## src/hw/rtl/bba_pkg.sv

```systemverilog
// ----------------------------------------------------------------------------
// bba_pkg
// Shared types and constants of the bitmap block allocator.
// ----------------------------------------------------------------------------
package bba_pkg;

    localparam int ACTION_W = 2;
    localparam int BLOCK_W  = 13;
    localparam int COUNT_W  = 14;

    localparam logic [ACTION_W-1:0] ACT_ALLOC = 2'd0;
    localparam logic [ACTION_W-1:0] ACT_FREE  = 2'd1;
    localparam logic [ACTION_W-1:0] ACT_MARK  = 2'd2;
    localparam logic [ACTION_W-1:0] ACT_QUERY = 2'd3;

    localparam logic STATUS_DONE = 1'b0;
    localparam logic STATUS_FULL = 1'b1;

    typedef struct packed {
        logic has_zero;
        logic sel_bit;
    } t_word_flags;

endpackage

```

## src/hw/rtl/bba_word_unit.sv

```systemverilog
// ----------------------------------------------------------------------------
// bba_word_unit
// Shared bitmap word unit: lowest zero bit search, bit read and bit update.
// ----------------------------------------------------------------------------
module bba_word_unit
    import bba_pkg::*;
#(
    parameter int WORD_BITS = 64,
    parameter int BW        = 6
) (
    input  logic [WORD_BITS-1:0] i_word,
    input  logic [BW-1:0]        i_sel,
    input  logic                 i_set,
    output logic [BW-1:0]        o_first_zero,
    output t_word_flags          o_flags,
    output logic [WORD_BITS-1:0] o_word
);

    always_comb begin
        o_first_zero = '0;
        for (int i = WORD_BITS - 1; i >= 0; i--) begin
            if (!i_word[i]) begin
                o_first_zero = BW'(i);
            end
        end
    end

    always_comb begin
        o_word         = i_word;
        o_word[i_sel]  = i_set;
        o_flags.has_zero = ~&i_word;
        o_flags.sel_bit  = i_word[i_sel];
    end

endmodule

```

## config.mk

```make
export PLATFORM = sky130hd
export DESIGN_NAME = bba_word_unit
export DESIGN_NICKNAME = d
export VERILOG_FILES = /design/src/hw/rtl/bba_pkg.sv /design/src/hw/rtl/bba_word_unit.sv
export SDC_FILE = /design/constraint.sdc
export NUM_CORES = 1
export LEC_CHECK = 0
export BUFFER_PORTS_ARGS = -buffer_cell sky130_fd_sc_hd__buf_4
export CAP_MARGIN = 10
export CORE_AREA = 2 2 83 85
export DETAILED_ROUTE_END_ITERATION = 12
export DIE_AREA = 0 0 85 87
export PLACE_DENSITY = 0.84
export SYNTH_ARGS = -nofsm -noshare
export SYNTH_HDL_FRONTEND = slang
export SYNTH_SLANG_ARGS = --single-unit
```

## constraint.sdc

```tcl
create_clock -name vclk -period 1.3
set_input_delay 0.065 -clock vclk [all_inputs]
set_output_delay 0.065 -clock vclk [all_outputs]
set_load 0.01 [all_outputs]
```

; Word-level counts from Yosys, hierarchy flattened
; Cells that the tools add are included.
[word_totals]
reg_bits = 0
in_bits = 71
out_inout_bits = 72
wordCells = 74
[classes]
n_lt_le_gt_ge = 2
muxes = 69
n_reduce_logical = 3
[op_table]
columns = operator, n
row1 = 2-to-1 mux 6 bit, 64
row2 = bitwise mux 64 bit, 1
row3 = AND reduction 64 bit, 1
row4 = less-than comparator 6 x 7 -> 1 bit (second input constant), 1
row5 = binary-select mux 1 bit (select 6 bit), 1
row6 = demux 1 bit (select 6 bit), 1
row7 = greater-or-equal comparator 6 x 1 -> 1 bit (second input constant), 1
row8 = 2-to-1 mux 1 bit, 2
row9 = logical AND 1 bit, 1
row10 = logical NOT 1 bit, 1

; Logic depth before layout (Yosys ltp)
[logic_depth]
word_depth = 64
mapped_depth = 9
depth_no_buf = 6

; Least setup slack after synthesis
; OpenSTA, ideal clock, no wires.
[synth_path]
kind = input-to-output
from = in i_sel[0]
to = out o_flags[0] in the netlist's numbering
arrival_ns = 1.418
t_required_ns = 1.235
path_slack_ns = -0.183
cell_stages = 6
path_buffers = 1
cell_sequence = buf_6 mux4_2 a32oi_1 o21ai_1 a2111oi_2 nand4_1
[synth_lines]
columns = element, line_no
row1 = "start, declared", bba_word_unit.sv:12  ; input logic [BW-1:0] i_sel,
row2 = "end, declared", bba_word_unit.sv:15  ; output t_word_flags o_flags,

==> impl_metrics.csv <==
group,metric,value,unit
status,outcome,"complete, but fails checks",
status,violations,"negative setup slack",
pwr,irDropWorstVdd,251,uV
global_routing,grt_usage,34.8,%
synthesis,ys_types,52,
setup_path,crit_path_start_kind,"input pin",
place,port_buffers,143,
flow_run,cap_violations,0,
synthesis,syn-cell-area,2540,um^2
setup_path,crit_required,1.24,ns
setup_path,critPathBufInv,2,
synthesis,ys_seq_area_share,0,%
timing,fin_crit_sh,137,%
finish,area_delta_synth_final,120,%
timing,setup_viol,55,
setup_path,worstPathMaxFanout,6,
finish,diodes,0,
global_routing,grt_max_degree,65,
floorplan,core_area,6570,um^2
global_routing,grt_pass1_wl,20.9,mm
drt,wl_per_cell,22.6,um
timing,worstMarginPinSlew,0.620,ns
floorplan,row_count,30,
global_routing,overflow,0,
setup_path,critPathKind,"input pin to output port",
timing,slew-limit-headroom,58.7,%
setup_path,cpPeakStageDelay,0.51,ns
timing,min_period,1.78,ns
finish,fin_util,85.0,%
global_routing,grt_pass1_vias,3992,
place,dp_hpwl,10.6,mm
finish,ff_latch_area,0,um^2
finish,fillers,363,
synthesis,syn_inst,390,
hold_path,min_path_cells,3,
pwr,p_leak,2.46,nW
floorplan,die_h,87,um
drt,drt_iter0_markers,577,
floorplan,ios,143,
pwr,power_density,316,nW/um^2
timing,fmax,0.563,GHz
place,gp_routability_congestion,1.00,
drt,drc,0,
drt,drt-vias-per-instance,6.51,
timing,finalWorstSetupSlack,-0.477,ns
drt,final_antenna_net_count,0,
floorplan,die_w,85,um
floorplan,die-area,7400,um^2
timing,finalHoldViolCount,0,
global_routing,antenna_found_initial,0,
hold_path,hold_path.class,"input pin to output port",
finish,clock_buffers,0,
finish,nets,701,
drt,wirelength,16.0,mm
finish,n_sequential_cell,0,
setup_path,critPathTopFamily,"compound AO/OA/AOI/OAI gates",
finish,layout_common_cells,"164 x buf_4, 83 x buf_6, 43 x nand2_1, 33 x mux2_2",
synthesis,synth.avg_cell_area,6.51,um^2
setup_path,arrival,1.71,ns
drt,vias,4610,
drt,drtPass1Iterations,5,
floorplan,start_util,38.6,%
finish,final_layout_size_suffix_gt1_share,68.2,%
pwr,total_power,1.76,mW
clocking,holdBufCountCts,0,
timing,rsz0062_at_grt,"yes",
synthesis,synth_nets,461,
setup_path,cp_cell_sequence,"buf_12, mux4_2, a32oi_1, o21ai_1, a2111oi_2, nand4_1, buf_4",
setup_path,crit_path_end_kind,"output port",
finish,final_common_cell,"buf_4",
synthesis,ys.warnings.count,0,
setup_path,cp.depth,7,
timing,slew_violations,0,
setup_path,slowest_stage,"mux4_2",
-- logic make-up after synthesis --
group	synth area share, %
buffers and inverters	5.52
AO/OA/AOI/OAI	22.2
multiplexers	35.8
AND/OR/NAND/NOR	36.4
-- tightest hold or removal path, delay by kind of cell --
kind                   cells  cell delay [ns]
buffers and inverters      2             0.18
muxes                      1             0.14
-- where the power goes --
| group | internal (mW) | switching (mW) |
|---|---|---|
| sequential | 0 | 0 |
| combinational | 0.907 | 0.857 |
| clock | 0 | 0 |
| total | 0.907 | 0.857 |
-- layer usage --
metal	global-route usage (%)	wire (um)
met1	45.7	5690
met2	61.2	7600
met3	3.60	1880
met4	8.51	852
met5	0	0
-- synth_stat cells (3+ instances only) --
| library cell | instances | area share (%) |
|---|---|---|
| a31oi_1 | 8 | 2.0 |
| nor2b_1 | 3 | 0.74 |
| inv_1 | 12 | 1.8 |
| buf_2 | 7 | 1.4 |
| nor2_1 | 58 | 8.6 |
| mux2i_1 | 8 | 3.2 |
| o2111ai_1 | 3 | 1.0 |
| o21ai_0 | 20 | 3.9 |
| a211oi_1 | 3 | 0.89 |
| a21boi_0 | 4 | 1.2 |
| a221oi_1 | 3 | 1.0 |
| mux2_2 | 60 | 27 |
| and3_1 | 4 | 0.99 |
| nor3_1 | 7 | 1.4 |
| nor3b_1 | 5 | 1.5 |
| nand2_1 | 71 | 11 |
| mux4_1 | 5 | 5.2 |
| a21oi_1 | 16 | 3.2 |
| nand3_1 | 16 | 3.2 |
| clkbuf_1 | 12 | 1.8 |
| nand4_1 | 18 | 4.4 |
| a31o_2 | 4 | 1.4 |
| nand2b_1 | 3 | 0.74 |
-- worst paths after layout --
check / start / to / slack, ns
worst max-delay path: i_sel[0] / o_flags[0] / -0.48
worst min-delay path: i_word[25] / o_word[25] / 0.46
-- area by class of cell --
type                            instances  area (um^2)  area share [%]
Tap cell                               80          100            1.79
Multi-Input combinational cell        357         3060            54.9
Timing Repair Buffer                  259         2370            42.4
Inverter                               12         52.6           0.941
-- metrics by stage --
step	TNS, ns	area (um^2)	hold slack, ns	instances	setup WS [ns]
after global routing	-5.31	5580	0.461	708	-0.506
after CTS	-4.71	4890	0.458	700	-0.325
final	-4.03	5580	0.456	708	-0.477
after floorplan	-1.36	2550	0.260	390	-0.124
after global placement	-14.47	4370	0.474	691	-0.430
after detailed placement	-15.50	4370	0.473	691	-0.418
-- timing repair --
action | 4_1_cts | 5_1_grt
resized for setup | 114 | 169
pin swaps | 26 | 34
cloned | 1 | 0
setup endpoints to repair | 72 | 71
buffers inserted | 9 | 8
Power figures use the tool's default switching activity.
